File: config.mk
export PLATFORM = sky130hd
export DESIGN_NAME = ordered_list_positional_delete_unit
export DESIGN_NICKNAME = d
export VERILOG_FILES = /design/src/hdl/olpd_pkg.sv /design/src/hdl/olpd_cell.sv /design/src/hdl/ordered_list_positional_delete_unit.sv
export SDC_FILE = /design/constraint.sdc
export NUM_CORES = 1
export LEC_CHECK = 0
export BUFFER_PORTS_ARGS = -buffer_cell sky130_fd_sc_hd__clkbuf_2
export CAP_MARGIN = 20
export CORE_ASPECT_RATIO = 0.6
export CORE_MARGIN = 1
export CORE_UTILIZATION = 60
export DETAILED_ROUTE_END_ITERATION = 7
export GPL_TIMING_DRIVEN = 0
export HOLD_SLACK_MARGIN = 0.15
export MAX_ROUTING_LAYER = met4
export PLACE_DENSITY = 0.78
export SYNTH_ARGS = -nofsm -noshare
export SYNTH_HDL_FRONTEND = slang
export SYNTH_SLANG_ARGS = --single-unit
File: constraint.sdc
create_clock -name clk -period 25.4 [get_ports clk]
set_clock_uncertainty 0.05 [all_clocks]
set_input_delay 6.35 -clock clk [delete_from_list [all_inputs] [get_ports clk]]
set_output_delay 6.35 -clock clk [all_outputs]
set_load 0.01 [all_outputs]
File: src/hdl/olpd_pkg.sv
// olpd_pkg: command, status and cell operation codes for the ordered word store
// no dependencies; imported by olpd_cell and the top level
package olpd_pkg;

  // command codes of the input request
  localparam logic [2:0] CMD_APPEND     = 3'd0;
  localparam logic [2:0] CMD_DEL_HEAD   = 3'd1;
  localparam logic [2:0] CMD_DEL_TAIL   = 3'd2;
  localparam logic [2:0] CMD_DEL_POS    = 3'd3;
  localparam logic [2:0] CMD_DEL_CENTER = 3'd4;
  localparam logic [2:0] CMD_DUMP       = 3'd5;

  // result status codes
  localparam logic [1:0] ST_DONE    = 2'd0;
  localparam logic [1:0] ST_IGNORED = 2'd1;
  localparam logic [1:0] ST_FULL    = 2'd2;

  // operation broadcast to every cell of the chain
  typedef logic [1:0] cell_op_t;
  localparam cell_op_t CELL_HOLD   = 2'd0;  // keep word
  localparam cell_op_t CELL_LOAD   = 2'd1;  // selected cell takes the append word
  localparam cell_op_t CELL_SHIFT  = 2'd2;  // cells at or above select take neighbor
  localparam cell_op_t CELL_ROTATE = 2'd3;  // below select take neighbor, select takes head

endpackage

File: src/hdl/olpd_cell.sv
// olpd_cell: one storage cell of the word chain
// depends on olpd_pkg for the cell operation codes
module olpd_cell import olpd_pkg::*; #(
  parameter int DATA_WIDTH = 32,
  parameter int IDX_W      = 4,
  parameter int CELL_IDX   = 0
) (
  input  logic                  clk,
  input  cell_op_t              cell_op,
  input  logic [IDX_W-1:0]      cell_sel,
  input  logic [DATA_WIDTH-1:0] load_word,
  input  logic [DATA_WIDTH-1:0] next_word,
  input  logic [DATA_WIDTH-1:0] head_word,
  output logic [DATA_WIDTH-1:0] word
);

  localparam logic [IDX_W-1:0] MY_IDX = IDX_W'(CELL_IDX);

  logic [DATA_WIDTH-1:0] word_r;
  logic [DATA_WIDTH-1:0] word_nxt;

  // pick the new word from the broadcast operation
  always_comb begin
    word_nxt = word_r;
    case (cell_op)
      CELL_LOAD: begin
        if (MY_IDX == cell_sel) word_nxt = load_word;
      end
      CELL_SHIFT: begin
        if (MY_IDX >= cell_sel) word_nxt = next_word;
      end
      CELL_ROTATE: begin
        if (MY_IDX == cell_sel) word_nxt = head_word;
        else if (MY_IDX < cell_sel) word_nxt = next_word;
      end
      default: word_nxt = word_r;
    endcase
  end

  // payload register, no reset
  always_ff @(posedge clk) begin
    word_r <= word_nxt;
  end

  assign word = word_r;

endmodule

File: src/hdl/ordered_list_positional_delete_unit.sv
// ordered_list_positional_delete_unit: ordered word store built as a chain of cells
// depends on olpd_pkg and olpd_cell
//
// Usage:
//   Input channel (in_valid / in_stall) carries one command request: append,
//   delete head, delete tail, delete at 1-based position, delete center
//   (position ceil(count/2)) or dump. Result channel (out_valid / out_stall)
//   carries the results from one output register.
//   Every edit gives one result with its status and the new count in the cycle
//   after the request is taken; edits are taken one per cycle while no stall
//   or dump holds them, since every cell of the chain loads or shifts from its
//   neighbor in the same cycle. A dump of n words streams word 0 while the
//   live part of the chain rotates one place per word, so it gives n results
//   and blocks new requests until the last is loaded; last_of_run marks the
//   tail word. A dump of an empty store gives one ignored result.
//   Reset (rst_n low, synchronous) clears the count and the output valid;
//   the stored words are undefined until written and need no clearing pass.
//   When the receiver stalls, the output register holds its result and
//   in_stall rises; no request is lost or repeated.
module ordered_list_positional_delete_unit import olpd_pkg::*; #(
  parameter int DEPTH      = 16,
  parameter int DATA_WIDTH = 32
) (
  input  logic                                 clk,
  input  logic                                 rst_n,
  input  logic                                 in_valid,
  output logic                                 in_stall,
  input  logic [2:0]                           in_command,
  input  logic signed [DATA_WIDTH-1:0]         in_value,
  input  logic [7:0]                           in_position,
  output logic                                 out_valid,
  input  logic                                 out_stall,
  output logic signed [DATA_WIDTH-1:0]         out_element,
  output logic                                 out_element_valid,
  output logic [$clog2(DEPTH+1)-1:0]           out_count_after,
  output logic [1:0]                           out_status,
  output logic                                 out_last_of_run
);

  localparam int CNT_W = $clog2(DEPTH + 1);
  localparam int IDX_W = $clog2(DEPTH);
  localparam logic [CNT_W-1:0] CNT_FULL = CNT_W'(DEPTH);
  localparam logic [CNT_W-1:0] CNT_ONE  = CNT_W'(1);

  // control state
  logic             out_valid_r, out_valid_nxt;
  logic [CNT_W-1:0] count_r, count_nxt;
  logic             dump_active_r, dump_active_nxt;
  logic [CNT_W-1:0] dump_left_r, dump_left_nxt;

  // output payload
  logic [DATA_WIDTH-1:0] out_element_r, out_element_nxt;
  logic                  out_elem_valid_r, out_elem_valid_nxt;
  logic [CNT_W-1:0]      out_count_r, out_count_nxt;
  logic [1:0]            out_status_r, out_status_nxt;
  logic                  out_last_r, out_last_nxt;

  // chain broadcast
  cell_op_t         cell_op;
  logic [IDX_W-1:0] cell_sel;
  logic [DATA_WIDTH-1:0] cell_word [DEPTH];

  logic       out_free;
  logic       in_acc;
  logic [7:0] del_pos;
  logic [7:0] count8;
  logic [CNT_W:0] center_sum;
  logic       del_ok;
  logic [7:0] del_idx;

  assign out_free = !out_valid_r || !out_stall;
  assign in_stall = dump_active_r || !out_free;
  assign in_acc   = in_valid && !in_stall;

  // 1-based position of the word a delete removes
  assign count8     = 8'(count_r);
  assign center_sum = {1'b0, count_r} + {{CNT_W{1'b0}}, 1'b1};
  always_comb begin
    case (in_command)
      CMD_DEL_HEAD:   del_pos = 8'd1;
      CMD_DEL_TAIL:   del_pos = count8;
      CMD_DEL_CENTER: del_pos = 8'(center_sum[CNT_W:1]);
      default:        del_pos = in_position;
    endcase
  end
  assign del_ok  = (del_pos != 8'd0) && (del_pos <= count8);
  assign del_idx = del_pos - 8'd1;

  // request decode, dump sequencing and output register load
  always_comb begin
    cell_op            = CELL_HOLD;
    cell_sel           = '0;
    count_nxt          = count_r;
    dump_active_nxt    = dump_active_r;
    dump_left_nxt      = dump_left_r;
    out_valid_nxt      = out_valid_r;
    out_element_nxt    = out_element_r;
    out_elem_valid_nxt = out_elem_valid_r;
    out_count_nxt      = out_count_r;
    out_status_nxt     = out_status_r;
    out_last_nxt       = out_last_r;

    if (out_free) out_valid_nxt = 1'b0;

    if (dump_active_r && out_free) begin
      // stream head word and rotate the live part of the chain
      cell_op            = CELL_ROTATE;
      cell_sel           = IDX_W'(count_r - CNT_ONE);
      out_valid_nxt      = 1'b1;
      out_element_nxt    = cell_word[0];
      out_elem_valid_nxt = 1'b1;
      out_count_nxt      = count_r;
      out_status_nxt     = ST_DONE;
      out_last_nxt       = (dump_left_r == CNT_ONE);
      dump_left_nxt      = dump_left_r - CNT_ONE;
      if (dump_left_r == CNT_ONE) dump_active_nxt = 1'b0;
    end else if (in_acc) begin
      out_element_nxt    = '0;
      out_elem_valid_nxt = 1'b0;
      out_last_nxt       = 1'b1;
      out_status_nxt     = ST_IGNORED;
      out_valid_nxt      = 1'b1;
      case (in_command)
        CMD_APPEND: begin
          if (count_r == CNT_FULL) begin
            out_status_nxt = ST_FULL;
          end else begin
            cell_op        = CELL_LOAD;
            cell_sel       = IDX_W'(count_r);
            count_nxt      = count_r + CNT_ONE;
            out_status_nxt = ST_DONE;
          end
        end
        CMD_DEL_HEAD, CMD_DEL_TAIL, CMD_DEL_POS, CMD_DEL_CENTER: begin
          if (del_ok) begin
            cell_op        = CELL_SHIFT;
            cell_sel       = IDX_W'(del_idx);
            count_nxt      = count_r - CNT_ONE;
            out_status_nxt = ST_DONE;
          end
        end
        CMD_DUMP: begin
          // non-empty dump starts streaming next cycle
          if (count_r != '0) begin
            out_valid_nxt   = 1'b0;
            dump_active_nxt = 1'b1;
            dump_left_nxt   = count_r;
          end
        end
        default: out_status_nxt = ST_IGNORED;
      endcase
      out_count_nxt = count_nxt;
    end
  end

  // control registers
  always_ff @(posedge clk) begin
    if (!rst_n) begin
      out_valid_r   <= 1'b0;
      count_r       <= '0;
      dump_active_r <= 1'b0;
      dump_left_r   <= '0;
    end else begin
      out_valid_r   <= out_valid_nxt;
      count_r       <= count_nxt;
      dump_active_r <= dump_active_nxt;
      dump_left_r   <= dump_left_nxt;
    end
  end

  // payload registers
  always_ff @(posedge clk) begin
    out_element_r    <= out_element_nxt;
    out_elem_valid_r <= out_elem_valid_nxt;
    out_count_r      <= out_count_nxt;
    out_status_r     <= out_status_nxt;
    out_last_r       <= out_last_nxt;
  end

  // chain of cells, the top cell wraps to the head word
  for (genvar gi = 0; gi < DEPTH; gi++) begin : g_cell
    olpd_cell #(
      .DATA_WIDTH (DATA_WIDTH),
      .IDX_W      (IDX_W),
      .CELL_IDX   (gi)
    ) u_cell (
      .clk       (clk),
      .cell_op   (cell_op),
      .cell_sel  (cell_sel),
      .load_word (in_value),
      .next_word ((gi == DEPTH - 1) ? cell_word[0] : cell_word[(gi + 1) % DEPTH]),
      .head_word (cell_word[0]),
      .word      (cell_word[gi])
    );
  end

  assign out_valid         = out_valid_r;
  assign out_element       = out_element_r;
  assign out_element_valid = out_elem_valid_r;
  assign out_count_after   = out_count_r;
  assign out_status        = out_status_r;
  assign out_last_of_run   = out_last_r;

  // count stays within the chain
  a_count_bound: assert property (@(posedge clk) disable iff (!rst_n)
    count_r <= CNT_FULL)
    else $error("word count above depth");

  // no request is taken while a dump streams
  a_dump_blocks: assert property (@(posedge clk) disable iff (!rst_n)
    dump_active_r |-> in_stall)
    else $error("request taken during dump");

  // the final dump word ends the dump
  a_dump_end: assert property (@(posedge clk) disable iff (!rst_n)
    (dump_active_r && out_free && dump_left_r == CNT_ONE) |=> !dump_active_r)
    else $error("dump did not end after tail word");

  // a result without an element is always the only one of its request
  a_noelem_last: assert property (@(posedge clk) disable iff (!rst_n)
    (out_valid_r && !out_elem_valid_r) |-> out_last_r)
    else $error("element-less result not marked last");

  // count changes only when a request is taken
  a_count_stable: assert property (@(posedge clk) disable iff (!rst_n)
    !in_acc |=> $stable(count_r))
    else $error("count changed without a request");

endmodule

======== After elaboration in Yosys (flattened, before gate mapping) ========
Index checks and enable logic that the tools add are counted.
W data, S select, Z words.
word-level totals
  bits in registers ....................... 565
  word-level logic and storage cells ...... 294
operators by class
  add/sub/neg operators ................... 5
  magnitude comparators ................... 33
  equal/unequal tests ..................... 75
  multiplexer cells ....................... 117
  bitwise logic cells ..................... 1
  reductions and logical operators ........ 38
operators with widths
  operator               number
  $mux W32               66
  $pmux W32 S3           16
  $ne A2 B1 Y1 const B   34
  $reduce_and A4 Y1      16
  $ne A3 B1 Y1 const B   15
  $mux W5                8
  $eq A4 B4 Y1 const A   8
  $ge A4 B4 Y1 const A   8
  $lt A4 B4 Y1 const A   8
  $pmux W8 S3            1
  $eq A3 B4 Y1 const A   4
  $ge A3 B4 Y1 const A   4
  $lt A3 B4 Y1 const A   4
  $mux W4                4
  $mux W1                14
  $pmux W5 S2            1
  $sub A5 B1 Y5 const B  2
  $eq A2 B4 Y1 const A   2
  $ge A1 B4 Y1 const A   2
  $ge A2 B4 Y1 const A   2
  $le A8 B5 Y1           1
  $lt A1 B4 Y1 const A   2
  $lt A2 B4 Y1 const A   2
  $mux W2                4
  other kinds (28)       41

======== Longest topological paths before layout ========
  depth in word-level cells ............... 12
  depth in mapped cells ................... 19
  gate-level depth less buffers ........... 15

======== Hierarchy ========
Synthesis repeated with hierarchy kept, for this count alone.
unflattened totals
  cell total of the unflattened synthesis .. 3352
  area, all modules ....................... 31929.4 µm²
by module, submodules not included
  module                               instances  cells each  area each (µm²)  seq. area each (µm²)
  ordered_list_positional_delete_unit  1          312         3116.7           1441.4
  olpd_cell at g_cell[2].u_cell        1          220         1966.9           960.9
  olpd_cell at g_cell[7].u_cell        1          188         1961.9           960.9
  olpd_cell at g_cell[13].u_cell       1          189         1880.6           960.9
  olpd_cell at g_cell[6].u_cell        1          188         1795.5           960.9
  olpd_cell at g_cell[4].u_cell        1          188         1790.5           960.9
  olpd_cell at g_cell[5].u_cell        1          190         1784.2           960.9
  olpd_cell at g_cell[3].u_cell        1          187         1781.7           960.9
  olpd_cell at g_cell[15].u_cell       1          187         1773.0           960.9
  olpd_cell at g_cell[8].u_cell        1          189         1770.4           960.9
  olpd_cell at g_cell[10].u_cell       1          189         1767.9           960.9
  olpd_cell at g_cell[11].u_cell       1          190         1767.9           960.9
  olpd_cell at g_cell[0].u_cell        1          184         1759.2           960.9
  olpd_cell at g_cell[14].u_cell       1          188         1756.7           960.9
  3 more rows                          -          -           -                -

======== Worst setup path before layout ========
OpenSTA, ideal clock, no wires.
  path kind ............................... input port to output port
  start point ............................. input out_stall
  end point ............................... output in_stall
  data arrival time ....................... 6.722 ns
  setup slack ............................. 12.278 ns
  stages .................................. 2
  buffers on the path ..................... 0
  cell sequence ........................... a21oi_1 inv_1
between the ends
  word-level cells in the longest chain between the ends .. 4
ends and longest elaborated chain
  what                RTL line                                   text
  start, declared     ordered_list_positional_delete_unit.sv:32  input logic out_stall,
  $logic_not A1 Y1    ordered_list_positional_delete_unit.sv:71  assign out_free = !out_valid_r || !out_stall;
  $logic_or A1 B1 Y1  ordered_list_positional_delete_unit.sv:71
  $logic_not A1 Y1    ordered_list_positional_delete_unit.sv:72  assign in_stall = dump_active_r || !out_free;
  $logic_or A1 B1 Y1  ordered_list_positional_delete_unit.sv:72
  end, declared       ordered_list_positional_delete_unit.sv:27  output logic in_stall,
No other way between the ends.

======== Worst setup path in the final report ========
Ends and elaborated chain as after synthesis.

==> summary.txt <==
Pwr
  • Internal: between 1.5 and 2 mW
  • Logic pwr share: 17.9%
  • Seq pwr share: 49.7%
  • P_sw: 0.6636 mW
  • Total power: 2.355 mW
  • Pwr dens: 81.76 nW/µm²
  • VDD IR max: 0.05540 mV
  • Leakage: 10.16 nW
  • Switching part of the total power: 28.18%
  • Clock power share: roughly 32%

Logic synthesis
  • Post-synth EDFFs: 550
  • Syn Nets: 1,738
  • Synth cell count leaders: edfxtp_1, a221o_1, clkbuf_1
  • Library cells used by synthesis: 76
  • Dominant synthesized flop cell: edfxtp_1
  • Largest family of logic cells by synthesized area: compound AO/OA/AOI/OAI gates
  • Post-synth top area cell: edfxtp_1
  • Post-Synthesis Cell Area: between 20,000 and 30,000 µm²
  • Top cell type's share of synthesized area: 65.47%
  • Async S/R FF share, synth: 0%
  • Mux share of post-synthesis cell area: 0.03968%
  • Xor and xnor area share after synthesis: 0.2083%
  • Top-count cell post-synth: edfxtp_1
  • Adder-Cell Fraction of Synth Area: 0.5456%
  • Largest cells by area after synthesis: edfxtp_1, a221o_1, clkbuf_1
  • Compound-gate portion of the synthesized area: 24.10%
  • #FFs+latches synth: 565
  • Simple-gate share of the synthesized area: around 4.3%
  • Post-Syn Instances: 1,680
  • Seq/Total Area, Yosys: 66.66%
  • Mean post-synth cell area: 15.02 µm²
  • Yosys warnings: 0

Worst setup path
  • Crit path max fanout: 5
  • Critical path data arrival time: around 7.1 ns
  • Crit path kind: primary input to output pin
  • CP endpoint kind: output pin
  • Crit path launch type: primary input
  • Critical Path RT: approximately 19 ns

Flow run
  • Max-cap viol count: 0

CTS
  • Setup bufs post-CTS: 0
  • Root Driver: clkbuf_16
  • CTS buffer count: roughly 50
  • Clock latency on the worst-skew pair: 0.60 ns
  • Hold Buf Count CTS: 0
  • TritonCTS clock tree: built
  • CTS resizes: 0
  • # H-tree levels: 2
  • Clock Sink Count: 565
  • Clock transition at path regs: 0.05 ns
  • Clock Path Buffers: 3

Timing
  • Minimum clock period: 13.46 ns
  • Relative slew slack: about 19%
  • Worst-margin pin slew: 1.210 ns
  • Setup TNS: 0 ns
  • Fin crit share: 52.99%
  • Final hold slack: 0.4328 ns
  • Final hold viol count: 0
  • Fmax: around 74 MHz
  • Final slew viol count: 0
  • Endpoints failing setup: 0
  • RSZ-0062 raised after global routing: no

Global route
  • First-pass GRT wire length: approximately 130,000 µm
  • Pin count of the biggest net entering global routing: 24
  • Initial antenna violation count: 1
  • Vias in the first global route: 18.18k
  • Tot GR Track Use: 42.08%
  • Grt total ovfl: 0

Die
  • Rows: between 50 and 60
  • Core area: 40,940 µm²
  • IO Pins: 90
  • Initial cell density of the core: 61.62%
  • Die Ht: between 150 and 200 µm
  • Die area: 42,890 µm²
  • Die Width: 266.7 µm

Place
  • Port Buffers: 87
  • RePlAce Congestion: a little under 1
  • Placed cells: approximately 2.4k
  • Post-DP Area: 27,200 µm²
  • DPL Wire Length: 57,280 µm

Detailed routing
  • Pre-antenna DRT Iters: 8
  • Via count: 19.65k
  • Vias per cell: 7.994
  • Drt wl/cell: 35.75 µm
  • Number of remaining DRC errors: 1
  • Routed Antenna Nets: 0
  • Number of DRC markers in iteration 0: 3,710
  • Total wire length: 87,880 µm

Layout
  • Synth-to-layout area growth: 14.18%
  • Post-route cell area: 28,800 µm²
  • Final nets: between 1.5k and 2k
  • Share of cells above drive strength 1: 16.09%
  • Final std cells w/o fill: about 2.5k

Run status
  • Failing checks: DRC
  • Status: finished with violations

Min path
  • Worst Hold Class: flop to flop
## final timing paths
kind	slack, ns	startpoint	cells after the start	endpoint
max	11.94	out_stall	4	in_stall
min	0.43	out_status[1]$_SDFFE_PP0P_	2	out_status[1]$_SDFFE_PP0P_
max reg2reg	18.16	count_r[0]$_SDFFE_PN0P_	20	g_cell[11].u_cell.word[17]$_DFFE_PP_
min reg2reg	0.43	out_status[1]$_SDFFE_PP0P_	2	out_status[1]$_SDFFE_PP0P_
## logic make-up (layout without fill, tap and decap cells)
| logic type | after synthesis | in the layout |
|---|---|---|
| AO/OA/AOI/OAI | 656 | 656 |
| XOR/XNOR | 6 | 6 |
| adder cells (fa/ha/maj) | 11 | 11 |
| buffers and inverters | 242 | 457 |
| flip-flops | 565 | 565 |
| multiplexers | 1 | 1 |
| other | 0 | 3 |
| AND/OR/NAND/NOR | 199 | 199 |
## cell type report
type                            count  area (µm²)
Sequential cell                   565       16820
Timing Repair Buffer              123        1131
Clock inverter                     30       245.2
Buffer                            226       994.7
Inverter                           16       60.06
Multi-Input combinational cell    873        7508
Clock buffer                       62        1339
Fill cell                        2752       12130
Antenna cell                        3       7.507
Tap cell                          560       700.7
## cells in the final DEF (no fill, tap or decap), types with 15 or more instances in the layout
cell type,synthesis,layout
nand2_1,40,38
and3_1,33,33
edfxtp_1,550,550
clkbuf_16,0,52
a21o_1,66,66
a21oi_1,30,27
and2_1,37,37
o21ai_0,19,17
clkbuf_1,158,168
clkbuf_2,0,87
inv_1,15,15
buf_2,54,54
nor2_1,36,36
dfxtp_1,15,15
a221o_1,448,448
## worst max-delay path: stages
cell,delay (ns)
clkbuf_2,0.11
a21oi_1,0.32
inv_1,0.13
clkbuf_2,0.15
## registers in the layout (all words and copies together), names as in the netlist
name / count
out_element_valid: 1
dump_left_r: 5
out_last_of_run: 1
out_status: 2
dump_active_r: 1
g_cell.u_cell.word: 512
out_element: 32
count_r: 5
out_count_after: 5
out_valid: 1
## power by group through the flow
stage          Sequential (mW)  Combinational, mW  Clock, mW
2_1_floorplan             1.18              0.228          0
3_3_place_gp              1.20              0.352          0
3_5_place_dp              1.19              0.397          0
4_1_cts                   1.17              0.401      0.753
5_1_grt                   1.17              0.430      0.787
6_report                  1.17              0.422      0.763
## routing by layer
layer  track usage [%]  vias up  share of wire, %
met2             55.99     2094                40
met5                 -        -                 0
met4             14.00        0               4.4
li1                  -     7546                 -
met1             58.94     9665                36
met3             16.25      344                19
## per-stage QoR
stage               worst slack [ns]  util (%)
global placement               8.821     64.40
finish                         11.94     70.36
floorplan                      12.28         -
detailed placement             11.98     66.43
CTS                            11.98     70.30
global route                   11.92     70.36
Note: power is estimated with default switching activity, not from simulation.
